$ cat src/hw/rtl/pcc_pkg.sv
package pcc_pkg;

	localparam int NUM_CHAMBERS_DEF = 3;
	localparam int MAX_CHAMBERS     = 3;

	localparam logic [10:0] FULL_SCALE_PM = 11'd1000;
	localparam logic [10:0] PCT_CAP_PM    = 11'd995;
	localparam logic [6:0]  PCT_MAX       = 7'd100;
	localparam logic [7:0]  SETTLE_RESET  = 8'd20;
	localparam logic [7:0]  DUTY_RESET    = 8'd255;

	localparam logic REG_SETTLE = 1'b0;
	localparam logic REG_DUTY   = 1'b1;

	typedef enum logic [2:0] {
		ACT_TICK         = 3'd0,
		ACT_INFLATE      = 3'd1,
		ACT_DEFLATE      = 3'd2,
		ACT_SET_PRESSURE = 3'd3,
		ACT_SET_MAX      = 3'd4,
		ACT_HOLD         = 3'd5,
		ACT_SAMPLE       = 3'd6
	} act_t;

	typedef enum logic [2:0] {
		MODE_IDLE   = 3'd0,
		MODE_PREINF = 3'd1,
		MODE_PREDEF = 3'd2,
		MODE_INFL   = 3'd3,
		MODE_DEFL   = 3'd4
	} mode_t;

	typedef struct packed {
		logic [2:0]         action;
		logic [1:0]         chamber;
		logic signed [15:0] param;
		logic [10:0]        sample;
	} cmd_t;

	typedef struct packed {
		logic [2:0] inflate_valves;
		logic [2:0] deflate_valves;
		logic [7:0] pump_duty;
		logic       vacuum_on;
		logic [2:0] chamber_mode;
		logic [6:0] pressure_pct;
		logic       dropped;
	} res_t;

	typedef struct packed {
		logic [7:0] settle_ticks;
		logic [7:0] inflate_duty;
	} cfg_t;

	typedef struct packed {
		logic        en;
		act_t        action;
		logic [10:0] p_pm;
		logic [10:0] smp;
		logic [7:0]  settle_ticks;
		logic [7:0]  inflate_duty;
	} ch_ctl_t;

	typedef struct packed {
		mode_t       mode;
		logic [7:0]  duty;
		logic [10:0] last_pressure;
	} ch_stat_t;

	function automatic logic [10:0] pct_to_pm(input logic signed [15:0] p);
		logic [10:0] r;
		if (p < 16'sd0) begin
			r = 11'd0;
		end else if (p > 16'sd100) begin
			r = FULL_SCALE_PM;
		end else begin
			r = 11'(p[6:0]) * 11'd10;
		end
		return r;
	endfunction

	// round to percent: (pm + 5) / 10 by reciprocal 205 / 2048, exact below the cap
	function automatic logic [6:0] pct_round(input logic [10:0] pm);
		logic [19:0] prod;
		logic [6:0]  r;
		prod = (20'(pm) + 20'd5) * 20'd205;
		if (pm >= PCT_CAP_PM) begin
			r = PCT_MAX;
		end else begin
			r = prod[17:11];
		end
		return r;
	endfunction

endpackage

$ cat src/hw/rtl/pcc_regs.sv
module pcc_regs (
	input  logic             clk,
	input  logic             arst_n,
	input  logic             psel,
	input  logic             penable,
	input  logic             pwrite,
	input  logic [2:0]       paddr,
	input  logic [31:0]      pwdata,
	output logic [31:0]      prdata,
	output logic             pready,
	output pcc_pkg::cfg_t    cfg
);
	import pcc_pkg::*;

	logic [7:0] settle_q;
	logic [7:0] duty_q;
	logic       wr;

	assign pready = 1'b1;
	assign wr     = psel && penable && pwrite;

	always_ff @(posedge clk or negedge arst_n) begin
		if (!arst_n) begin
			settle_q <= SETTLE_RESET;
			duty_q   <= DUTY_RESET;
		end else if (wr) begin
			case (paddr[2])
				REG_SETTLE: settle_q <= pwdata[7:0];
				REG_DUTY:   duty_q   <= pwdata[7:0];
				default: ;
			endcase
		end
	end

	always_comb begin
		case (paddr[2])
			REG_SETTLE: prdata = {24'd0, settle_q};
			REG_DUTY:   prdata = {24'd0, duty_q};
			default:    prdata = 32'd0;
		endcase
	end

	assign cfg.settle_ticks = settle_q;
	assign cfg.inflate_duty = duty_q;

endmodule

$ cat src/hw/rtl/pcc_chamber.sv
module pcc_chamber (
	input  logic               clk,
	input  logic               arst_n,
	input  logic               sel,
	input  pcc_pkg::ch_ctl_t   ctl,
	output pcc_pkg::ch_stat_t  stat
);
	import pcc_pkg::*;

	mode_t       mode_q, mode_nxt;
	logic [7:0]  duty_q, duty_nxt;
	logic [10:0] target_q, target_nxt;
	logic [10:0] limit_q, limit_nxt;
	logic [7:0]  settle_q, settle_nxt;
	logic [10:0] last_q, last_nxt;

	logic        inf_go, def_go, stop;
	logic [10:0] t_req, t_clip;
	logic [11:0] sum;

	always_ff @(posedge clk or negedge arst_n) begin
		if (!arst_n) begin
			mode_q   <= MODE_IDLE;
			duty_q   <= 8'd0;
			target_q <= 11'd0;
			limit_q  <= FULL_SCALE_PM;
			settle_q <= 8'd0;
			last_q   <= 11'd0;
		end else begin
			mode_q   <= mode_nxt;
			duty_q   <= duty_nxt;
			target_q <= target_nxt;
			limit_q  <= limit_nxt;
			settle_q <= settle_nxt;
			last_q   <= last_nxt;
		end
	end

	always_comb begin
		mode_nxt   = mode_q;
		duty_nxt   = duty_q;
		target_nxt = target_q;
		limit_nxt  = limit_q;
		settle_nxt = settle_q;
		last_nxt   = last_q;
		inf_go     = 1'b0;
		def_go     = 1'b0;
		stop       = 1'b0;
		t_req      = 11'd0;
		sum        = 12'(last_q) + 12'(ctl.p_pm);

		if (ctl.en && ctl.action == ACT_TICK) begin
			if (mode_q == MODE_PREINF || mode_q == MODE_PREDEF) begin
				if (settle_q > 8'd1) begin
					settle_nxt = settle_q - 8'd1;
				end else begin
					settle_nxt = 8'd0;
					mode_nxt   = (mode_q == MODE_PREINF) ? MODE_INFL : MODE_DEFL;
				end
			end
		end else if (ctl.en && sel) begin
			case (ctl.action)
				ACT_INFLATE: begin
					inf_go = 1'b1;
					t_req  = (sum > 12'(limit_q)) ? limit_q : sum[10:0];
				end
				ACT_DEFLATE: begin
					def_go = 1'b1;
					t_req  = (last_q > ctl.p_pm) ? last_q - ctl.p_pm : 11'd0;
				end
				ACT_SET_PRESSURE: begin
					t_req = (ctl.p_pm > limit_q) ? limit_q : ctl.p_pm;
					if (last_q < t_req) begin
						inf_go = 1'b1;
					end else if (last_q > t_req) begin
						def_go = 1'b1;
					end else begin
						stop = 1'b1;
					end
				end
				ACT_SET_MAX: begin
					limit_nxt = ctl.p_pm;
					stop      = (mode_q == MODE_INFL) && (last_q >= ctl.p_pm);
				end
				ACT_HOLD: begin
					stop = 1'b1;
				end
				ACT_SAMPLE: begin
					last_nxt = ctl.smp;
					stop = ((mode_q == MODE_INFL) && (ctl.smp >= target_q || ctl.smp >= limit_q))
						|| ((mode_q == MODE_DEFL) && (ctl.smp <= target_q));
				end
				default: ;
			endcase
		end

		t_clip = (t_req > limit_q) ? limit_q : t_req;

		if (inf_go && !(mode_q == MODE_INFL && target_q == t_clip)) begin
			duty_nxt   = ctl.inflate_duty;
			target_nxt = t_clip;
			if (mode_q == MODE_DEFL || mode_q == MODE_PREDEF) begin
				mode_nxt   = MODE_PREINF;
				settle_nxt = ctl.settle_ticks;
			end else begin
				mode_nxt = MODE_INFL;
			end
		end

		if (def_go && !(mode_q == MODE_DEFL && target_q == t_clip)) begin
			target_nxt = t_clip;
			if (mode_q == MODE_INFL || mode_q == MODE_PREINF) begin
				mode_nxt   = MODE_PREDEF;
				settle_nxt = ctl.settle_ticks;
			end else begin
				mode_nxt = MODE_DEFL;
			end
		end

		if (stop) begin
			mode_nxt   = MODE_IDLE;
			duty_nxt   = 8'd0;
			target_nxt = 11'd0;
			settle_nxt = 8'd0;
		end
	end

	assign stat.mode          = mode_nxt;
	assign stat.duty          = duty_nxt;
	assign stat.last_pressure = last_nxt;

endmodule

$ cat src/hw/rtl/pneumatic_chamber_controller.sv
// channel | dir | handshake             | payload
// cmd     | in  | cmd_valid / cmd_ready | cmd_t: action, chamber, param, sample
// res     | out | res_valid / res_ready | res_t: valves, pump, vacuum, mode, pct, dropped
// cfg     | in  | APB psel / penable    | settle_ticks at 0x0, inflate_duty at 0x4
//
// One beat in, one beat out; a beat can be accepted every cycle while the result is not stalled.
// A beat passes through the input register, then chamber update and the result register.
// The chamber state is updated in the same cycle the result register loads,
// so the next beat sees it at once.
// A stalled result holds the input register; reset puts every chamber idle, max 1000.
module pneumatic_chamber_controller #(
	parameter int NUM_CHAMBERS = pcc_pkg::NUM_CHAMBERS_DEF
) (
	input  logic          clk,
	input  logic          arst_n,
	input  logic          cmd_valid,
	output logic          cmd_ready,
	input  pcc_pkg::cmd_t cmd,
	output logic          res_valid,
	input  logic          res_ready,
	output pcc_pkg::res_t res,
	input  logic          psel,
	input  logic          penable,
	input  logic          pwrite,
	input  logic [2:0]    paddr,
	input  logic [31:0]   pwdata,
	output logic [31:0]   prdata,
	output logic          pready
);
	import pcc_pkg::*;

	cfg_t     cfg;
	cmd_t     cmd_s1;
	logic     valid_s1;
	logic     advance;
	ch_ctl_t  ctl;
	ch_stat_t stat [NUM_CHAMBERS];
	logic     ch_ok;
	res_t     res_d;

	pcc_regs u_regs (
		.clk    (clk),
		.arst_n (arst_n),
		.psel   (psel),
		.penable(penable),
		.pwrite (pwrite),
		.paddr  (paddr),
		.pwdata (pwdata),
		.prdata (prdata),
		.pready (pready),
		.cfg    (cfg)
	);

	assign advance   = valid_s1 && (!res_valid || res_ready);
	assign cmd_ready = !valid_s1 || advance;

	always_ff @(posedge clk or negedge arst_n) begin
		if (!arst_n) begin
			valid_s1 <= 1'b0;
		end else if (cmd_ready) begin
			valid_s1 <= cmd_valid;
		end
	end

	always_ff @(posedge clk) begin
		if (cmd_ready && cmd_valid) begin
			cmd_s1 <= cmd;
		end
	end

	assign ch_ok = int'(cmd_s1.chamber) < NUM_CHAMBERS;

	assign ctl.en           = advance;
	assign ctl.action       = act_t'(cmd_s1.action);
	assign ctl.p_pm         = pct_to_pm(cmd_s1.param);
	assign ctl.smp          = cmd_s1.sample;
	assign ctl.settle_ticks = cfg.settle_ticks;
	assign ctl.inflate_duty = cfg.inflate_duty;

	for (genvar g = 0; g < NUM_CHAMBERS; g++) begin : g_ch
		pcc_chamber u_ch (
			.clk   (clk),
			.arst_n(arst_n),
			.sel   (int'(cmd_s1.chamber) == g),
			.ctl   (ctl),
			.stat  (stat[g])
		);
	end

	always_comb begin
		res_d = '0;
		for (int i = 0; i < NUM_CHAMBERS; i++) begin
			if (stat[i].mode == MODE_INFL) begin
				res_d.inflate_valves[i] = 1'b1;
				if (stat[i].duty > res_d.pump_duty) begin
					res_d.pump_duty = stat[i].duty;
				end
			end
			if (stat[i].mode == MODE_DEFL) begin
				res_d.deflate_valves[i] = 1'b1;
			end
			if (int'(cmd_s1.chamber) == i) begin
				res_d.chamber_mode = stat[i].mode;
				res_d.pressure_pct = pct_round(stat[i].last_pressure);
			end
		end
		res_d.vacuum_on = res_d.deflate_valves != 3'b000;
		res_d.dropped   = !ch_ok && cmd_s1.action != ACT_TICK && cmd_s1.action <= ACT_SAMPLE;
	end

	always_ff @(posedge clk or negedge arst_n) begin
		if (!arst_n) begin
			res_valid <= 1'b0;
		end else if (advance) begin
			res_valid <= 1'b1;
		end else if (res_ready) begin
			res_valid <= 1'b0;
		end
	end

	always_ff @(posedge clk) begin
		if (advance) begin
			res <= res_d;
		end
	end

	a_valves_excl: assert property (@(posedge clk) disable iff (!arst_n)
		res_valid |-> (res.inflate_valves & res.deflate_valves) == 3'b000)
		else $error("inflate and deflate valves open together");

	a_vacuum: assert property (@(posedge clk) disable iff (!arst_n)
		res_valid |-> res.vacuum_on == (res.deflate_valves != 3'b000))
		else $error("vacuum does not follow deflate valves");

	a_pump_off: assert property (@(posedge clk) disable iff (!arst_n)
		res_valid && res.inflate_valves == 3'b000 |-> res.pump_duty == 8'd0)
		else $error("pump running with no inflate valve");

	a_load_s1: assert property (@(posedge clk) disable iff (!arst_n)
		cmd_valid && cmd_ready |=> valid_s1)
		else $error("accepted beat lost before input register");

	a_ready_empty: assert property (@(posedge clk) disable iff (!arst_n)
		!valid_s1 |-> cmd_ready)
		else $error("ready low with empty input register");

endmodule
$ cat config.mk
export PLATFORM = sky130hd
export DESIGN_NAME = pneumatic_chamber_controller
export DESIGN_NICKNAME = d
export VERILOG_FILES = /design/src/hw/rtl/pcc_pkg.sv /design/src/hw/rtl/pcc_regs.sv /design/src/hw/rtl/pcc_chamber.sv /design/src/hw/rtl/pneumatic_chamber_controller.sv
export SDC_FILE = /design/constraint.sdc
export NUM_CORES = 1
export LEC_CHECK = 0
export ABC_AREA = 1
export BUFFER_PORTS_ARGS = -buffer_cell sky130_fd_sc_hd__buf_2
export CORE_ASPECT_RATIO = 1.5
export CORE_UTILIZATION = 45
export DETAILED_ROUTE_END_ITERATION = 10
export GPL_TIMING_DRIVEN = 0
export PLACE_DENSITY = 0.65
export SETUP_SLACK_MARGIN = 0.02
export SYNTH_ARGS = -nofsm -noshare
export SYNTH_HDL_FRONTEND = slang
export SYNTH_HIERARCHICAL = 1
export SYNTH_SLANG_ARGS = --single-unit
$ cat constraint.sdc
create_clock -name clk -period 22.7 [get_ports clk]
set_input_delay 6.81 -clock clk [delete_from_list [all_inputs] [get_ports clk]]
set_output_delay 6.81 -clock clk [all_outputs]
set_load 0.02 [all_outputs]
## Yosys cells after proc, flatten, opt, wreduce, memory -nomap -nowiden

Index checks and enable logic that the tools add are counted.

| operators by class | value |
|---|---|
| $add $sub $neg | 12 |
| multiply operators | 4 |
| magnitude comparators | 43 |
| eq/ne operators | 29 |
| muxes and demuxes | 161 |
| bitwise logic cells | 2 |
| reductions and logical operators | 70 |

Operator list:

| kind | count |
|---|---|
| two-way mux 11 bit | 38 |
| two-way mux 8 bit | 36 |
| > comparator 11 bit | 12 |
| greater-or-equal comparator 11 bit | 9 |
| one-hot mux 11 bit (3 select lines) | 3 |
| two-way mux 3 bit | 24 |
| one-hot mux 32 bit (2 select lines) | 1 |
| multiplier 12 x 8 -> 18 bit (second input constant) | 3 |
| two-way mux 1 bit | 41 |
| adder 11 x 11 -> 12 bit | 3 |
| adder 11 x 3 -> 12 bit (second input constant) | 3 |
| > comparator 12 x 11 -> 1 bit | 3 |
| == test 11 bit | 3 |
| == test 3 x 2 -> 1 bit (second input constant) | 11 |
| greater-or-equal comparator 11 x 10 -> 1 bit (second input constant) | 3 |
| <= comparator 11 bit | 3 |
| < comparator 11 bit | 3 |
| subtractor 11 bit | 3 |
| > comparator 8 x 1 -> 1 bit (second input constant) | 4 |
| logical AND 1 bit | 31 |
| two-way mux 10 bit | 3 |
| == test 3 bit (second input constant) | 9 |
| subtractor 8 x 1 -> 8 bit (second input constant) | 3 |
| two-way mux 7 bit | 3 |
| 20 further kinds | 66 |

| storage, ports and cells | value |
|---|---|
| register bits after elaboration | 232 |
| bits of input ports | 74 |

## Logic depth before layout (Yosys ltp)

Gate-level depths: netlist (run 1).

| depth | value |
|---|---|
| depth after elaboration | 26 |
| mapped depth | 79 |
| gate-level depth less buffers | 74 |

## Modules after synthesis

Netlist (run 1), hierarchy kept.

Modules (own cells, without submodules):

| module | times used | cells an instance | area an instance (um^2) | sequential area each (um^2) |
|---|---|---|---|---|
| pneumatic_chamber_controller | 1 | 1169 | 9276.4 | 1791.7 |
| pcc_chamber at g_ch[0].u_ch | 1 | 922 | 6273.5 | 1308.8 |
| pcc_chamber at g_ch[2].u_ch | 1 | 911 | 6194.7 | 1308.8 |
| pcc_chamber at g_ch[1].u_ch | 1 | 908 | 6165.9 | 1308.8 |
| pcc_regs | 1 | 125 | 962.2 | 412.9 |

## Least setup slack after synthesis (run 1)

OpenSTA, ideal clock, no wires.

| timing | value |
|---|---|
| path kind | input-to-reg |
| from | input res_ready |
| to | register res[16] (netlist name), data pin |
| data arrival time | 14120 ps |
| path slack | 8311 ps |
| cell stages on the path | 47 |
| buffers on the path | 4 |
| path through | inv_1 > a21oi_1 > nand2_1 > clkbuf_1 > a21oi_1 > ha_1 > a21oi_1 > o21ai_0 > a21boi_0 > o21ai_0 > nand3_1 > nand2_1 > nand2_1 > nand2_1 > nand2_1 > clkinv_1 > nand2_1 > nand2_1 > (+11 left out) > nor3_2 > nand2_1 > ha_1 > nand2_1 > o21a_1 > o21bai_1 > nand3_1 > buf_2 > nand2_1 > o21ai_0 > ha_1 > nand2_1 > o21a_1 > o221ai_1 > nand2_1 > inv_1 > clkbuf_1 > o21ai_0 |

RTL lines:

| item | line | source |
|---|---|---|
| from (decl) | pneumatic_chamber_controller.sv:20 | `input logic res_ready,` |
| to (signal assigned) | pneumatic_chamber_controller.sv:123 | `res <= res_d;` |
| to (decl) | pneumatic_chamber_controller.sv:21 | `output pcc_pkg::res_t res,` |

==> results of run 1 <==
-- power by group --
part | switching [mW] | internal (mW)
combinational | 2.10 | 1.18
clock | 0.198 | 0.283
sequential | 0.116 | 0.556
-- registers in the layout (all words and copies together), names as in the netlist --
name and cells:
g_ch.u_ch/mode_q 9, res_valid 1, u_regs/settle_q 8, u_regs/duty_q 8, g_ch.u_ch/duty_q 24, valid_s1 1
res 26, g_ch.u_ch/last_q 33, cmd_s1 32, g_ch.u_ch/settle_q 24, g_ch.u_ch/limit_q 33, g_ch.u_ch/target_q 33
-- worst min-delay path, cell delays in order (launching register included) --
cell                      delay (ns)
sky130_fd_sc_hd__dfstp_2        0.39
sky130_fd_sc_hd__nand2_1        0.06
sky130_fd_sc_hd__nand2_1        0.04
-- final cells by class --
class                      count  share of cell area (%)
clock inverter                13                   0.603
sequential                   232                    19.4
inverter                     634                    7.56
timing repair buffer          89                    1.74
multi-input combinational   3102                    63.0
buffer                        98                    2.08
clock buffer                  37                    2.42
tap                          805                    3.19
-- routing by layer --
layer | vias to the layer above | share of wire [%] | track usage [%]
li1 | 13500 | - | -
met1 | 12594 | 37 | 29.6
met2 | 781 | 51 | 53.6
met3 | 326 | 3.8 | 2.72
met4 | 0 | 8.2 | 21.0
met5 | - | 0 | 0
-- Yosys cell counts (16+ instances only) --
cell type                     n
sky130_fd_sc_hd__nand2_1   1002
sky130_fd_sc_hd__inv_1      605
sky130_fd_sc_hd__ha_1       428
sky130_fd_sc_hd__nand3_1    334
sky130_fd_sc_hd__nor2_1     253
sky130_fd_sc_hd__a21oi_1    248
sky130_fd_sc_hd__o21ai_0    190
sky130_fd_sc_hd__dfrtp_1    146
sky130_fd_sc_hd__xor2_1      79
sky130_fd_sc_hd__fa_1        70
sky130_fd_sc_hd__edfxtp_1    58
sky130_fd_sc_hd__nor3_1      57
sky130_fd_sc_hd__nand4_1     49
sky130_fd_sc_hd__buf_4       46
sky130_fd_sc_hd__nand2_2     37
sky130_fd_sc_hd__nand3_2     37
sky130_fd_sc_hd__mux2_2      30
sky130_fd_sc_hd__dfstp_2     28
sky130_fd_sc_hd__nor4_1      28
sky130_fd_sc_hd__xnor2_1     26
sky130_fd_sc_hd__inv_2       25
sky130_fd_sc_hd__clkbuf_1    22
sky130_fd_sc_hd__nand3b_1    18
sky130_fd_sc_hd__a21o_1      16
sky130_fd_sc_hd__buf_2       16
-- logic make-up after synthesis --
kind of cell | count (synthesis)
DFF | 232
muxes | 30
other | 3
AOI/OAI and AO/OA | 562
adders and majority gates | 498
buffers and inverters | 732
and+or+nand+nor | 1868
xor gates and xnor gates | 110
-- stage by stage --
step / instances / setup WS [ns] / utilization (%) / power, mW / instance area, µm²
2_1_floorplan: 4066 / 8.31 / - / 3.13 / 29000
3_3_place_gp: 4953 / 5.17 / 48.0 / 3.89 / 30400
3_5_place_dp: 4960 / 7.55 / 48.3 / 3.92 / 30600
4_1_cts: 5010 / 8.16 / 49.8 / 4.43 / 31500
5_1_grt: 5010 / 7.17 / 49.8 / 4.97 / 31500
6_report: 5010 / 8.12 / 49.8 / 4.43 / 31500
-- path summary, 6_finish.rpt --
path / slack (ns) / cells past startpoint / endpoint / startpoint
max: 8.12 / 48 / res[17] / res_ready
min: 0.50 / 2 / u_regs/duty_q[4] / u_regs/duty_q[4]
max reg2reg: 10.19 / 67 / res[17] / cmd_s1[12]
min reg2reg: 0.50 / 2 / u_regs/duty_q[4] / u_regs/duty_q[4]
max in group asynchronous: 15.54 / 2 / g_ch[1].u_ch/duty_q[2] / arst_n
min in group asynchronous: 6.17 / 1 / g_ch[1].u_ch/last_q[0] / arst_n
==> reports/results.txt, run 1 <==
Hold/Removal Path Class: flop to flop
required time at the worst-slack endpoint: 23.00 ns
Filler cells: 6,403
Slowest Stage Delay on Critical Path: 0.54 ns
critical path launch point type: input pin
mean instance size in the synthesized netlist: 7.16 µm²
number of pins exceeding their max-slew limit in the final report: 0
number of max-capacitance violations reported: 0
RSZ-0062 raised after global routing: false
simple-gate share of the synthesized area: 29.0%
Area growth, synth to finish: 9.19%
most common library cell in the layout ignoring fill and taps: sky130_fd_sc_hd__nand2_1
arrival time of data at the critical path endpoint: 14.88 ns
Unique masters post-synth: 64
total I/O pin count: 135
slew at the pin closest to its max-slew limit: 1.36 ns
mapped cell area: 0.0289 mm²
number of hold-slack violations in the final timing report: 0
sequential share of the synthesized area: 21.2%
Die Span X: 209 µm
insertion delay of the later-clocked pin in the worst-skew pair: 0.60 ns
share of the synthesized area in the top cell type: 18.5%
CTS clk-pin slew, worst paths: 0.06 ns
largest net degree at the start of global routing: 95
relative slew slack: 8.80%
number of vias after detailed routing: 27.2k
dominant delay contributor by cell family on the critical path: simple AND/OR/NAND/NOR gates
clk buf depth: 3
most frequently used flop master after synthesis: sky130_fd_sc_hd__dfrtp_1
worst-case hold slack: 0.501 ns
Sequential Area: 0.00613 mm²
post-synthesis async set-or-reset flop share: 75.0%
number of remaining DRC errors: 0
number of antenna violations at the first check in global routing: 0
routed wire length: 93,100 µm
Die ar.: 0.0652 mm²
status: completed
Max stage delay cell, worst path: sky130_fd_sc_hd__nor3_2
adder and majority gate portion of the synthesized area: 23.4%
clk sinks: 232
share of layout cells above drive strength 1: 10.4%
last weighted congestion value of the routability-driven placer: 1.03
via-per-instance ratio: 5.43
I/O Buffers: 82
commonest cells after routing, fill and taps aside: 1,002 x sky130_fd_sc_hd__nand2_1, 604 x sky130_fd_sc_hd__inv_1, 428 x sky130_fd_sc_hd__ha_1
Tot GR Track Use: 28.7%
grt ovf: 0
first-pass GRT wire length: 145,000 µm
CTS Root Cell: sky130_fd_sc_hd__clkbuf_16
number of synthesized flops with an enable pin: 58
average wire per standard cell: 18.6 µm
worst ir drop on vdd: 0.116 mV
library cell with the largest summed area after synthesis: sky130_fd_sc_hd__ha_1
top post-synthesis cells by area: sky130_fd_sc_hd__ha_1 19%, sky130_fd_sc_hd__nand2_1 13%, sky130_fd_sc_hd__dfrtp_1 13%, sky130_fd_sc_hd__inv_1 7.9%, sky130_fd_sc_hd__edfxtp_1 6.0%
Sum Neg Setup Slack: 0 ns
Worst Path Class, Setup: input pin to flop
Final min period: 14.58 ns
Cells after Synth: 4,035
clock tree from TritonCTS: yes
die height: 312 µm
crit-path most repeated cell: sky130_fd_sc_hd__nand2_1
number of global-route vias before repair: 26.9k
cell row count: 113
post-synthesis share of cell area spent on xor and xnor gates: 3.58%
multi-input combinational cell area: 0.0198 mm²
post-CTS repair timing setup buffer count: 0
area fraction in compound gates after synthesis: 11.0%
number of antenna cells inserted: 0
placed wire-length estimate: 75,700 µm
combinational family with the most area after synthesis: simple AND/OR/NAND/NOR gates
count of endpoints failing setup in the final report: 0
endpoint type of the worst setup path: flop
CTS Hold Buffers Added: 0
htree depth: 1
total number of nets in the final design: 4,756
static leakage: 16.7 nW
number of gates resized after CTS: 0
first-pass detailed-route iteration total: 7
effective utilization at floorplan: 45.6%
Tcrit/Tclk final: 64.2%
Warnings, synthesis: 6
number of buffers inserted during clock tree synthesis: 27
core footprint: 0.0633 mm²
Max Fanout on Critical Path: 24
worst clock skew on the final layout: 0.0189 ns
Peak Freq: 0.0686 GHz
number of buffer and inverter instances along the worst setup path: 10
share of synthesized area spent on multiplexers: 1.17%
Pwr per Cell Area: 141 mW/mm²
#FFs+latches synth: 232
DRC violation total after the first TritonRoute iteration: 1,595
Detail Route Antenna Nets: 0
(Power assumes the default switching activity.)
==> run 2, diff against run 1 <==
Settings changed: PLACE_DENSITY 0.65 to 0.68.
Clock period 22.7 ns to 12.35 ns, I/O delays scaled along.
==> reports/results.txt, run 2 (same netlist as run 1, synthesis figures left out) <==
status: completed
arrival time of data at the critical path endpoint: 11.55 ns (-3.33 ns)
Tot GR Track Use: 29.1% (+0.40 points)
pre-CTS setup slack: 0.159 ns (-7.39 ns)
insertion delay of the later-clocked pin in the worst-skew pair: 0.61 ns (about the same)
endpoint type of the worst setup path: flop
clk buf depth: 3 (unchanged)
routed wire length: 94,000 µm (+1.0%)
number of antenna violations at the first check in global routing: 2 (+2)
Max Fanout on Critical Path: 10 (-58%)
last weighted congestion value of the routability-driven placer: 1.01 (-1.5%)
number of vias after detailed routing: 27.6k (+1.3%)
clock tree from TritonCTS: yes
Hold/Removal Path Class: flop to flop
htree depth: 1 (unchanged)
Worst Path Class, Setup: flop to flop
number of max-capacitance violations reported: 0 (unchanged)
Tcrit/Tclk final: 90.9%
I/O Buffers: 82 (unchanged)
Die ar.: 0.0652 mm² (unchanged)
total I/O pin count: 135 (unchanged)
registers with the highest flip-flop counts: g_ch.u_ch/last_q: 33 flops, g_ch.u_ch/limit_q: 33 flops, g_ch.u_ch/target_q: 33 flops
relative slew slack: 18.9% (+10 points)
clk sinks: 232 (unchanged)
required time at the worst-slack endpoint: 12.66 ns (-10.34 ns)
reg-to-reg endpoint: res[18]
placed wire-length estimate: 75,300 µm (-0.50%)
static leakage: 16.8 nW (+0.64%)
number of antenna cells inserted: 0 (unchanged)
number of cells on the worst reg-to-reg path: 60 (-10%)
Worst Hold Path EP: g_ch[2].u_ch/limit_q[5]
Peak Freq: 0.0890 GHz
CTS clk-pin slew, worst paths: 0.06 ns (about the same)
most common library cell in the layout ignoring fill and taps: sky130_fd_sc_hd__nand2_1
critical path launch point type: flop
number of global-route vias before repair: 27.4k (+1.6%)
CTS Root Cell: sky130_fd_sc_hd__clkbuf_16
DRC violation total after the first TritonRoute iteration: 1,630 (+2.2%)
crit-path most repeated cell: sky130_fd_sc_hd__nand2_1
worst ir drop on vdd: 0.229 mV (+98%)
Max stage delay cell, worst path: sky130_fd_sc_hd__xor2_1
core footprint: 0.0633 mm² (unchanged)
overall power after layout: 8.25 mW (+86%)
hold-critical path depth: 2 (unchanged)
share of layout cells above drive strength 1: 11.1% (+0.71 points)
effective utilization at floorplan: 45.6% (unchanged)
number of hold-slack violations in the final timing report: 0 (unchanged)
largest net degree at the start of global routing: 110 (+16%)
first-pass GRT wire length: 147,000 µm (+1.7%)
number of buffers inserted during clock tree synthesis: 27 (unchanged)
Die Span X: 209 µm (unchanged)
Detail Route Antenna Nets: 0 (unchanged)
Slowest Stage Delay on Critical Path: 0.51 ns (-0.03 ns)
first-pass detailed-route iteration total: 6 (-1)
slew at the pin closest to its max-slew limit: 1.20 ns (-0.160 ns)
Critical Path Source: cmd_s1[12]
number of remaining DRC errors: 0 (unchanged)
count of endpoints failing setup in the final report: 0 (unchanged)
total number of nets in the final design: 4,774 (+0.38%)
critical hold path startpoint: g_ch[2].u_ch/limit_q[5]
number of pins exceeding their max-slew limit in the final report: 0 (unchanged)
worst clock skew on the final layout: 0.0234 ns (+0.00451 ns)
Pwr per Cell Area: 260 mW/mm² (+85%)
average wire per standard cell: 18.7 µm (+0.66%)
grt ovf: 0 (unchanged)
die height: 312 µm (unchanged)
startpoint of the lowest-slack register-to-register path: cmd_s1[12]
Final min period: 11.23 ns
Worst Slack Setup Final: 1.12 ns (-7.01 ns)
cell row count: 113 (unchanged)
via-per-instance ratio: 5.48 (+0.99%)
flop2flop setup slack: 1.12 ns (-9.07 ns)
commonest cells after routing, fill and taps aside: 1,002 x sky130_fd_sc_hd__nand2_1, 601 x sky130_fd_sc_hd__inv_1, 428 x sky130_fd_sc_hd__ha_1
Area growth, synth to finish: 10.0%
==> run 2: worst max-delay path: cells and delay by family (launching register included) <==
kind	cells	cell delay [ns]
DFF	1	0.43
adders and majority gates	8	2.43
and+or+nand+nor	24	3.10
AOI/OAI and AO/OA	17	2.79
buffers and inverters	9	1.54
xor gates and xnor gates	2	0.64
==> run 2: final cells by class <==
class,count,area [µm²]
fillers,6374,31600
multi-input cells,3102,19900
flip-flops and latches,232,6130
inverters,634,2390
well taps,805,1010
clock buffers,31,691
repair buffers,107,668
plain buffers,98,658
clock inverters,19,307
==> run 2: timing repair <==
item                       in CTS  in global routing
hold buffers                    0                  0
setup endpoints to repair       0                  8
buffers inserted                0                 20
resized for setup               0                 19
==> run 2: how the worst max path moves through the flow <==
stage | end | slack, ns | cells past startpoint
floorplan | res[16] | 1.07 | 47
global placement | res[16] | -1.90 | 46
detailed placement | res[18] | 0.16 | 67
CTS | res[18] | 0.1 | 66
global route | res[18] | -0.03 | 73
finish | res[18] | 1.12 | 60
==> run 2: power breakdown <==
group	switching, mW	total [mW]	internal (mW)	leakage (nW)
registers	0.212	1.23	1.02	2.75
clock network	0.376	0.929	0.554	0.474
logic	3.91	6.09	2.18	13.6
total	4.49	8.25	3.76	16.8
==> run 2: per-layer routing <==
layer / up-vias / part of all wire, % / GRT usage, %
met4: 0 / 8.8 / 21.9
met3: 366 / 4.5 / 3.08
met5: - / 0 / 0
met1: 12756 / 36 / 30.2
met2: 897 / 50 / 53.7
li1: 13549 / - / -
==> run 2: stage by stage <==
| step | instance area [µm²] | utilization (%) | instances | hold WS (ns) | TNS, ns |
|---|---|---|---|---|---|
| 2_1_floorplan | 29000 | - | 4066 | 0.447 | 0 |
| 3_3_place_gp | 30400 | 48.0 | 4953 | 0.461 | -23.64 |
| 3_5_place_dp | 30500 | 48.2 | 4957 | 0.491 | 0 |
| 4_1_cts | 31500 | 49.8 | 5007 | 0.501 | 0 |
| 5_1_grt | 31800 | 50.1 | 5028 | 0.517 | -0.0287 |
| 6_report | 31800 | 50.1 | 5028 | 0.498 | 0 |
